## src/rtl/assert_macros.svh

```systemverilog
// Assertion macros for the RTL of the serial ring buffer block.
`ifndef ASSERT_MACROS_SVH
`define ASSERT_MACROS_SVH

// Same-cycle implication, sampled on clk, masked while rst_n is low.
`define SRB_ASSERT_IMP(label, ante, cons, msg) \
  label: assert property (@(posedge clk) disable iff (!rst_n) (ante) |-> (cons)) \
    else $error(msg);

// Next-cycle implication, sampled on clk, masked while rst_n is low.
`define SRB_ASSERT_NXT(label, ante, cons, msg) \
  label: assert property (@(posedge clk) disable iff (!rst_n) (ante) |=> (cons)) \
    else $error(msg);

`endif

```

## src/rtl/srb_pkg.sv

```systemverilog
// Package: action codes, request and result payloads, and pending-stage status.
`timescale 1ns / 1ps

package srb_pkg;

  localparam int unsigned LVL_W = 4;

  typedef enum logic [2:0] {
    ACT_FLUSH_RX = 3'd0,
    ACT_FLUSH_TX = 3'd1,
    ACT_TX_PUT   = 3'd2,
    ACT_TX_DRAIN = 3'd3,
    ACT_RX_BYTE  = 3'd4,
    ACT_RX_GET   = 3'd5
  } action_t;

  typedef struct packed {
    logic [2:0] action;
    logic [7:0] data_in;
  } in_item_t;

  typedef struct packed {
    logic [7:0]       data_out;
    logic             data_valid;
    logic             put_accepted;
    logic             tx_int_enabled;
    logic [LVL_W-1:0] tx_level;
    logic [LVL_W-1:0] rx_level;
  } out_item_t;

  typedef struct packed {
    logic             rx_sel;
    logic             data_valid;
    logic             put_accepted;
    logic             tx_int_enabled;
    logic [LVL_W-1:0] tx_level;
    logic [LVL_W-1:0] rx_level;
  } pend_t;

endpackage

```

## src/rtl/srb_if.sv

```systemverilog
// Valid/ready channel interfaces for requests and results.
`timescale 1ns / 1ps

interface srb_in_if;
  import srb_pkg::*;
  logic     valid;
  logic     ready;
  in_item_t data;
  modport source (output valid, output data, input ready);
  modport sink   (input valid, input data, output ready);
endinterface

interface srb_out_if;
  import srb_pkg::*;
  logic      valid;
  logic      ready;
  out_item_t data;
  modport source (output valid, output data, input ready);
  modport sink   (input valid, input data, output ready);
endinterface

```

## src/rtl/srb_ram.sv

```systemverilog
// Generic single-write, single-read RAM with registered read data.
`timescale 1ns / 1ps

module srb_ram #(
  parameter int unsigned WIDTH = 8,
  parameter int unsigned DEPTH = 8
) (
  input  logic                     clk,
  input  logic                     wr_en,
  input  logic [$clog2(DEPTH)-1:0] wr_addr,
  input  logic [WIDTH-1:0]         wr_data,
  input  logic                     rd_en,
  input  logic [$clog2(DEPTH)-1:0] rd_addr,
  output logic [WIDTH-1:0]         rd_data
);

  logic [WIDTH-1:0] mem [DEPTH];
  logic [WIDTH-1:0] rd_data_r;

  always_ff @(posedge clk) begin
    if (wr_en) begin
      mem[wr_addr] <= wr_data;
    end
    if (rd_en) begin
      rd_data_r <= mem[rd_addr];
    end
  end

  assign rd_data = rd_data_r;

endmodule

```

## src/rtl/serial_tx_rx_ring_buffers_top.sv

```systemverilog
// Top level: transmit and receive byte ring buffers of a serial port.
//
// Requests arrive on in_if (valid/ready): an action code and a byte. Each
// request yields exactly one result on out_if: the byte sent or delivered,
// its valid flag, the put-accepted flag, the transmit interrupt enable and
// both buffer levels after the request.
// Indices, levels and the interrupt enable are updated in the cycle the
// request is taken; the store read is issued in that cycle too, and the
// result is assembled from the registered RAM data as the pending stage
// loads the output register. Throughput: one request per cycle while
// out_if takes results, set by the single read port per store.
// A pending stage and an output register sit between the two sides, so a
// new request is taken while one result waits to be collected.
// When out_if stalls, the pending stage fills and in_if.ready drops until
// the output register is freed.
// Reset (rst_n, synchronous) clears indices, levels, the interrupt enable
// and both valid flags; stored bytes are left undefined and are never read
// before being written.
`timescale 1ns / 1ps

`include "assert_macros.svh"

module serial_tx_rx_ring_buffers_top #(
  parameter int unsigned DEPTH = 8
) (
  input  logic             clk,
  input  logic             rst_n,
  srb_in_if.sink           in_if,
  srb_out_if.source        out_if
);

  import srb_pkg::*;

  localparam int unsigned AW = $clog2(DEPTH);
  localparam int unsigned FW = $clog2(DEPTH + 1);
  localparam logic [AW-1:0] LAST_IDX = AW'(DEPTH - 1);
  localparam logic [FW-1:0] FULL_LVL = FW'(DEPTH);

  logic [AW-1:0] tx_head_r, tx_head_nxt, tx_tail_r, tx_tail_nxt;
  logic [AW-1:0] rx_head_r, rx_head_nxt, rx_tail_r, rx_tail_nxt;
  logic [FW-1:0] tx_fill_r, tx_fill_nxt, rx_fill_r, rx_fill_nxt;
  logic          tx_irq_r, tx_irq_nxt;

  logic          pend_r, pend_nxt;
  pend_t         pend_info_r, pend_info_nxt;
  logic          out_valid_r, out_valid_nxt;
  out_item_t     out_item_r, out_item_nxt;

  logic          load_out, in_ready, acc;
  logic          tx_we, rx_we, tx_re, rx_re;
  logic          res_valid, res_put;
  logic [7:0]    tx_rd, rx_rd;

  function automatic logic [AW-1:0] next_idx(input logic [AW-1:0] i);
    next_idx = (i == LAST_IDX) ? '0 : i + AW'(1);
  endfunction

  assign load_out = !out_valid_r || out_if.ready;
  assign in_ready = !pend_r || load_out;
  assign acc      = in_if.valid && in_ready;
  assign in_if.ready = in_ready;

  always_comb begin
    tx_head_nxt = tx_head_r;
    tx_tail_nxt = tx_tail_r;
    tx_fill_nxt = tx_fill_r;
    rx_head_nxt = rx_head_r;
    rx_tail_nxt = rx_tail_r;
    rx_fill_nxt = rx_fill_r;
    tx_irq_nxt  = tx_irq_r;
    tx_we       = 1'b0;
    rx_we       = 1'b0;
    tx_re       = 1'b0;
    rx_re       = 1'b0;
    res_valid   = 1'b0;
    res_put     = 1'b0;
    if (acc) begin
      case (action_t'(in_if.data.action))
        ACT_FLUSH_RX: begin
          rx_head_nxt = '0;
          rx_tail_nxt = '0;
          rx_fill_nxt = '0;
        end
        ACT_FLUSH_TX: begin
          tx_head_nxt = '0;
          tx_tail_nxt = '0;
          tx_fill_nxt = '0;
        end
        ACT_TX_PUT: begin
          if (tx_fill_r != FULL_LVL) begin
            tx_we       = 1'b1;
            tx_tail_nxt = next_idx(tx_tail_r);
            tx_fill_nxt = tx_fill_r + FW'(1);
            res_put     = 1'b1;
          end
          tx_irq_nxt = 1'b1;
        end
        ACT_TX_DRAIN: begin
          if (tx_fill_r != '0) begin
            tx_re       = 1'b1;
            tx_head_nxt = next_idx(tx_head_r);
            tx_fill_nxt = tx_fill_r - FW'(1);
            res_valid   = 1'b1;
          end
          if (tx_fill_nxt == '0) begin
            tx_irq_nxt = 1'b0;
          end
        end
        ACT_RX_BYTE: begin
          rx_we       = 1'b1;
          rx_tail_nxt = next_idx(rx_tail_r);
          if (rx_fill_r != FULL_LVL) begin
            rx_fill_nxt = rx_fill_r + FW'(1);
          end else begin
            rx_head_nxt = next_idx(rx_head_r);
          end
        end
        ACT_RX_GET: begin
          if (rx_fill_r != '0) begin
            rx_re       = 1'b1;
            rx_head_nxt = next_idx(rx_head_r);
            rx_fill_nxt = rx_fill_r - FW'(1);
            res_valid   = 1'b1;
          end
        end
        default: begin
        end
      endcase
    end
  end

  always_comb begin
    pend_nxt      = pend_r;
    pend_info_nxt = pend_info_r;
    if (acc) begin
      pend_nxt                     = 1'b1;
      pend_info_nxt.rx_sel         = (in_if.data.action == ACT_RX_GET);
      pend_info_nxt.data_valid     = res_valid;
      pend_info_nxt.put_accepted   = res_put;
      pend_info_nxt.tx_int_enabled = tx_irq_nxt;
      pend_info_nxt.tx_level       = LVL_W'(tx_fill_nxt);
      pend_info_nxt.rx_level       = LVL_W'(rx_fill_nxt);
    end else if (load_out) begin
      pend_nxt = 1'b0;
    end
  end

  always_comb begin
    out_valid_nxt = out_valid_r;
    out_item_nxt  = out_item_r;
    if (pend_r && load_out) begin
      out_valid_nxt               = 1'b1;
      out_item_nxt.data_out       = !pend_info_r.data_valid ? 8'd0 :
                                    (pend_info_r.rx_sel ? rx_rd : tx_rd);
      out_item_nxt.data_valid     = pend_info_r.data_valid;
      out_item_nxt.put_accepted   = pend_info_r.put_accepted;
      out_item_nxt.tx_int_enabled = pend_info_r.tx_int_enabled;
      out_item_nxt.tx_level       = pend_info_r.tx_level;
      out_item_nxt.rx_level       = pend_info_r.rx_level;
    end else if (out_if.ready) begin
      out_valid_nxt = 1'b0;
    end
  end

  always_ff @(posedge clk) begin
    if (!rst_n) begin
      tx_head_r   <= '0;
      tx_tail_r   <= '0;
      tx_fill_r   <= '0;
      rx_head_r   <= '0;
      rx_tail_r   <= '0;
      rx_fill_r   <= '0;
      tx_irq_r    <= 1'b0;
      pend_r      <= 1'b0;
      out_valid_r <= 1'b0;
    end else begin
      tx_head_r   <= tx_head_nxt;
      tx_tail_r   <= tx_tail_nxt;
      tx_fill_r   <= tx_fill_nxt;
      rx_head_r   <= rx_head_nxt;
      rx_tail_r   <= rx_tail_nxt;
      rx_fill_r   <= rx_fill_nxt;
      tx_irq_r    <= tx_irq_nxt;
      pend_r      <= pend_nxt;
      out_valid_r <= out_valid_nxt;
    end
  end

  always_ff @(posedge clk) begin
    pend_info_r <= pend_info_nxt;
    out_item_r  <= out_item_nxt;
  end

  srb_ram #(.WIDTH(8), .DEPTH(DEPTH)) u_tx_ram (
    .clk     (clk),
    .wr_en   (tx_we),
    .wr_addr (tx_tail_r),
    .wr_data (in_if.data.data_in),
    .rd_en   (tx_re),
    .rd_addr (tx_head_r),
    .rd_data (tx_rd)
  );

  srb_ram #(.WIDTH(8), .DEPTH(DEPTH)) u_rx_ram (
    .clk     (clk),
    .wr_en   (rx_we),
    .wr_addr (rx_tail_r),
    .wr_data (in_if.data.data_in),
    .rd_en   (rx_re),
    .rd_addr (rx_head_r),
    .rd_data (rx_rd)
  );

  assign out_if.valid = out_valid_r;
  assign out_if.data  = out_item_r;

  `SRB_ASSERT_IMP(a_tx_fill_bound, 1'b1, tx_fill_r <= FULL_LVL, "tx level above depth")
  `SRB_ASSERT_IMP(a_tx_empty_idx, tx_fill_r == '0, tx_head_r == tx_tail_r,
                  "tx empty with head and tail apart")
  `SRB_ASSERT_NXT(a_acc_pend, acc, pend_r, "taken request not held in pending stage")
  `SRB_ASSERT_NXT(a_pend_hold, pend_r && !load_out, pend_r && $stable(pend_info_r),
                  "pending result lost under stall")

endmodule
```

## src/flat_wrapper.sv

```systemverilog
// flat-port wrapper written by rule: the top's interface ports become plain ports
module serial_tx_rx_ring_buffers_top_flat import srb_pkg::*;
#(
  parameter int unsigned DEPTH = 8
)
  (clk, rst_n, in_if_valid, in_if_data, in_if_ready, out_if_valid, out_if_data, out_if_ready);
  srb_in_if in_if_i ();
  srb_out_if out_if_i ();
  input  logic clk;
  input  logic rst_n;
  input wire logic [$bits(in_if_i.valid)-1:0] in_if_valid;
  input wire logic [$bits(in_if_i.data)-1:0] in_if_data;
  output wire logic [$bits(in_if_i.ready)-1:0] in_if_ready;
  output wire logic [$bits(out_if_i.valid)-1:0] out_if_valid;
  output wire logic [$bits(out_if_i.data)-1:0] out_if_data;
  input wire logic [$bits(out_if_i.ready)-1:0] out_if_ready;
  assign in_if_i.valid = in_if_valid;
  assign in_if_i.data = in_if_data;
  assign in_if_ready = in_if_i.ready;
  assign out_if_valid = out_if_i.valid;
  assign out_if_data = out_if_i.data;
  assign out_if_i.ready = out_if_ready;
  serial_tx_rx_ring_buffers_top #(.DEPTH(DEPTH)) u_core (.clk(clk), .rst_n(rst_n), .in_if(in_if_i), .out_if(out_if_i));
endmodule
```

## config.mk

```make
export PLATFORM = sky130hd
export DESIGN_NAME = serial_tx_rx_ring_buffers_top_flat
export DESIGN_NICKNAME = d
export VERILOG_FILES = /design/src/rtl/srb_pkg.sv /design/src/rtl/srb_if.sv /design/src/rtl/srb_ram.sv /design/src/rtl/serial_tx_rx_ring_buffers_top.sv /design/src/flat_wrapper.sv
export VERILOG_INCLUDE_DIRS = /design/src /design/src/rtl
export SDC_FILE = /design/constraint.sdc
export NUM_CORES = 1
export LEC_CHECK = 0
export ABC_CLOCK_PERIOD_IN_PS = 6500
export BUFFER_PORTS_ARGS = -buffer_cell sky130_fd_sc_hd__buf_2
export CAP_MARGIN = 20
export CORE_MARGIN = 1
export CORE_UTILIZATION = 50
export CTS_CLUSTER_SIZE = 10
export DETAILED_ROUTE_END_ITERATION = 10
export PLACE_DENSITY_LB_ADDON = 0.3
export SLEW_MARGIN = 30
export SYNTH_ARGS = -nofsm -noshare
export SYNTH_HDL_FRONTEND = slang
export SYNTH_SLANG_ARGS = --single-unit
```

## constraint.sdc

```tcl
create_clock -name clk -period 6.5 [get_ports clk]
set_input_delay 1.3 -clock clk [delete_from_list [all_inputs] [get_ports clk]]
set_output_delay 1.3 -clock clk [all_outputs]
set_load 0.1 [all_outputs]
```

Word level (Yosys, flattened, before mapping). Memories as Yosys holds them, arrays and structs flattened. A register that Yosys moved wholly into a read port is not among the register bits. Index checks and enable logic that the tools add are counted.

Reductions and logical operators: 20. Muxes and demuxes: 46. Add/sub/neg operators: 8. Eq/ne operators: 15.

Operators with widths (count): two-way mux 4 bit (8); two-way mux 3 bit (8); one-hot mux 4 bit (3 select lines) (2); two-way mux 1 bit (21); equality test 3 bit, second input constant (6); one-hot mux 3 bit (2 select lines) (3); adder 3 x 1 -> 3 bit, second input constant (4); nonzero test 2 bit (5); one-hot mux 3 bit (3 select lines) (1); adder 4 x 1 -> 4 bit, second input constant (2); two-way mux 8 bit (1); != test 4 bit, second input constant (2); nonzero test 4 bit (2); subtractor 4 x 1 -> 4 bit, second input constant (2); equality test 3 x 2 -> 1 bit, second input constant (2); != test 2 x 1 -> 1 bit, second input constant (3); AND reduction 3 bit (2); logical NOT 4 bit (1); one-hot mux 1 bit (2 select lines) (2); AND reduction 4 bit (1); equality test 3 x 1 -> 1 bit, second input constant (1); logical NOT 3 bit (1); nonzero test 3 bit (1); logical AND 1 bit (2); other kinds (4) (6).

Bits of input ports: 15. Word-level logic and storage cells: 112. Output and inout port bits: 21. Register bits after elaboration: 54. Memories: 2. Memory bits (writable): 128.

Memory list: u_core.u_rx_ram.mem (words 8, width 8, read ports 1, clocked after memory_dff 1, wr ports 1, line srb_ram.sv:17) `logic [WIDTH-1:0] mem [DEPTH];`; u_core.u_tx_ram.mem (words 8, width 8, read ports 1, clocked after memory_dff 1, wr ports 1, line srb_ram.sv:17).

Logic depth before layout (Yosys ltp).
Depth after elaboration: 9. Depth in mapped cells: 7. Gate-level depth less buffers: 6.

Cells and area by module. A second synthesis with hierarchy kept.

Cell total of the unflattened synthesis: 494. Area, all modules: 8373.0 µm².

Modules (own cells, without submodules): srb_ram (cells an instance 114, instances 2, seq. area each 2162.1 µm², area an instance 2771.4 µm²); serial_tx_rx_ring_buffers_top (cells an instance 266, instances 1, seq. area each 1391.3 µm², area an instance 2830.2 µm²).

Least setup slack after synthesis. OpenSTA, ideal clock, no wires.

Path type: input to register. Start point: input out_if_ready. End point: memory u_core.u_rx_ram.mem[1][0], enable pin. Arrival: 3600 ps. Stages: 7. Path buffers: 1. Data required time: 6220 ps. Setup time: 280 ps. Slack: 2620 ps. Path through: and3b_1 -> buf_6 -> clkinv_1 -> nand2_1 -> clkinv_1 -> nand4_1 -> nor3_1.

Longest elaborated chain between the ends: 6.

RTL lines: start: declaration (line flat_wrapper.sv:16) `input wire logic [$bits(out_if_i.ready)-1:0] out_if_ready;`; logical OR 1 bit (line serial_tx_rx_ring_buffers_top.sv:58) `assign load_out = !out_valid_r || out_if.ready;`; logical OR 1 bit (line serial_tx_rx_ring_buffers_top.sv:59) `assign in_ready = !pend_r || load_out;`; net in_if_ready (line flat_wrapper.sv:13) `output wire logic [$bits(in_if_i.ready)-1:0] in_if_ready;`; logical AND 1 bit (line serial_tx_rx_ring_buffers_top.sv:60) `assign acc = in_if.valid && in_ready;`; net u_core.acc (line serial_tx_rx_ring_buffers_top.sv:49) `logic load_out, in_ready, acc;`; two-way mux 1 bit (line serial_tx_rx_ring_buffers_top.sv:77) `if (acc) begin`; two-way mux 1 bit (line srb_ram.sv:21) `if (wr_en) begin`; two-way mux 1 bit (implied by the code) (line srb_ram.sv:22) `mem[wr_addr] <= wr_data;`; end: declaration (line srb_ram.sv:17).

The timed path passes the listed nets, and every way through them passes these cells.

Worst setup path after layout.
Start point: input out_if_ready. End point: output in_if_ready.

Longest elaborated chain between the ends: 2.

RTL lines (line): logical OR 1 bit (serial_tx_rx_ring_buffers_top.sv:58); logical OR 1 bit (serial_tx_rx_ring_buffers_top.sv:59); end: declaration (flat_wrapper.sv:13).

Every way passes these cells.

==> impl_metrics.ini <==
[clocking]
cts_resized = 0
postCtsHoldBufs = 0
post_cts_buffers = 0
clk_pin_slew_ps = 70
cts_sinks = 198
cts-root-buf = clkbuf_16
clkLatencyLatePin_ps = 440
cts_tree = done
clockBufferDepth = 2
h-tree-depth = 4
cts_buffers = 17

[logic_synthesis]
ys_seq_area_share_pct = 70.4
synthesis.area_mm2 = 0.00812
synth.most_common_cell = edfxtp_1
synth_cell_types = 53
synth_top_family_by_area = multiplexers
postSynthAreaPerCell_um2 = 16.5
synth_top_area_share_pct = 64.7
synth_fa_ha_area_share_pct = 1.85
ys_seq_elements = 198
synth_area_leaders = edfxtp_1 (65%), mux4_2 (8.9%), dfxtp_1 (5.7%)
synth.area.mux_share_pct = 12.8
synth_simple_gate_area_share_pct = 9.40
synthCells = 492
synth-xor-area-share_pct = 0.108
ys.flop_type = edfxtp_1
yosysWarningCount = 0
synth_common_cells = edfxtp_1 (175), mux4_2 (32), nor2_1 (28), nand2_1 (26), dfxtp_1 (23)
async_reset_ff_share_pct = 0
syn_nets = 519
synth_edf_count = 175
yosysTopAreaCell = edfxtp_1
synth_compound_area_share_pct = 3.55

[global_routing]
use_met1_pct = 26.2
grt_use_met2_pct = 32.6
grt_pass1_wl_mm = 23.9
grt_pass1_vias = 4286
grt_usage_pct = 19.9
grt.busiest_layer = met2
antenna_found_initial = 1
grt-ovfl-total = 0
use_met3_pct = 4.34
grt_max_degree = 26

[timing]
max_freq_ghz = 0.267
setup_viol = 0
hold_violations = 0
min_period_ps = 3750
post-route-period-util_pct = 57.7
setup_tns_ps = 0
skew_ps = 5.63
grt_setup_unrepaired = false
worst_slew_pin_slew_ps = 897
relSlewSlack_pct = 40.1
maxSlewViolCount = 0

[power]
powerDensity_mw_per_mm2 = 283
leakagePower_nw = 3.04
p_total_mw = 2.57
peakVddDrop_mv = 0.200

[critical_path]
crit_fanout = 8
start_kind = primary input
crit_type = primary input to primary output
required_ps = 5200
cp_data_arrival_time_ps = 2450
end_kind = primary output

[place]
port_buffers = 35
placed_area_mm2 = 0.00847
place_congestion = 0.848
dp_hpwl_mm = 9.96
placed_cells = 718

[finish]
area_growth_pct = 11.7
final_cells = 750
stdcell_area_mm2 = 0.00906
drive_gt1_share_pct = 24.0
final_nets = 548
diodes = 0

[routing]
initialDrtViolationCount = 366
routed_via_density = 5.77
routed_wl_mm = 15.0
drtAntennaViolNets = 0
first_pass_iters = 4
post-route-drc-count = 0
dr_total_vias = 4330
routedWlPerCell_um = 19.9

[hold_path]
hold_class = flop to flop

[job]
cap_violations = 0

[floorplan]
design.die.area_mm2 = 0.0167
io_pins = 36
fp.dieH_um = 129
rows = 46
coreArea_mm2 = 0.0159
fp.dieW_um = 129
initial_core_util_pct = 51.1

[outcome]
status = completed
-- layer usage --
metal / wire [um] / vias to the layer above / share of wire [%]
met4: 249 / 2 / 1.7
met3: 784 / 20 / 5.2
li1: - / 1970 / -
met5: 8 / - / 0.053
met2: 7450 / 128 / 50
met1: 6470 / 2210 / 43
-- kinds of logic (layout without fill, tap and decap cells) --
kind of cell	count (synthesis)	after routing
flops	198	198
fa+ha+maj	12	12
xor+xnor	1	1
buf+inv	36	78
mux	62	62
compound gates	44	44
simple gates	139	139
-- critical path, cell delays in order --
cell and delay (ps):
buf_2 110, and3b_1 370, clkinv_1 290, buf_2 370
-- power breakdown --
part	switching (mW)	internal [mW]	leakage [nW]	total, mW
clock network	0.463	0.569	0.279	1.03
registers	0.0108	1.40	1.79	1.41
logic	0.0946	0.0324	0.978	0.127
total	0.568	2.00	3.04	2.57
-- layout by cell type, fill, tap and decap left out, types with 2 or more instances in the layout --
master	count
a2111oi_0	2
a21oi_1	10
a31oi_1	2
and2_1	8
and3_1	2
and3b_1	2
buf_2	35
bufinv_16	2
clkbuf_16	17
clkinv_1	5
clkinv_2	2
clkinvlp_4	2
dfxtp_1	21
dfxtp_2	2
edfxtp_1	175
ha_1	12
inv_1	9
inv_6	4
mux2_2	17
mux2i_1	13
mux4_2	32
nand2_1	26
nand2b_1	11
nand3_1	12
nand3b_1	4
nand4_1	7
nand4b_1	3
nor2_1	28
nor2b_1	12
nor3_1	3
nor3_2	4
nor3b_1	3
nor4b_1	2
o211ai_1	4
o21ai_0	11
o22ai_1	2
o31ai_1	3
or2_2	2
or3b_2	2
or4_1	2
-- state kept, by name (all words and copies together) (netlist names), 4 cells and up --
signal,cells
u_core.u_rx_ram.mem,64
u_core.u_tx_ram.mem,64
u_core.out_if.data,19
u_core.pend_info_r,12
u_core.u_rx_ram.rd_data,8
u_core.u_tx_ram.rd_data,8
u_core.rx_fill_r,4
u_core.tx_fill_r,4
-- stage by stage --
step           util, %  setup slack (ps)  hold slack (ps)
2_1_floorplan        -              2620              400
3_3_place_gp      53.2              2650              405
3_5_place_dp      53.3              2540              406
4_1_cts           57.0              2740              422
5_1_grt           57.1              2660              436
6_report          57.1              2750              421
-- worst paths after layout --
check / start / endpoint / slack (ps) / depth (start not counted)
hold / removal: u_core.pend_info_r[1]$_DFFE_PP_ / u_core.out_if.data[1]$_DFFE_PP_ / 420 / 0
setup / recovery: out_if_ready / in_if_ready / 2750 / 4
hold reg to reg: u_core.pend_info_r[1]$_DFFE_PP_ / u_core.out_if.data[1]$_DFFE_PP_ / 420 / 0
setup reg to reg: u_core.out_if.valid$_SDFFE_PN0P_ / u_core.u_tx_ram.mem[7][7]$_DFFE_PP_ / 3590 / 6
-- area by class of cell --
type	count	area [um^2]
clock buffers	17	425
clock inverters	15	151
fillers	1207	6820
inverters	11	41.3
multi-input cells	258	2280
flip-flops and latches	198	5720
well taps	216	270
repair buffers	35	175
(Power assumes the default switching activity.)
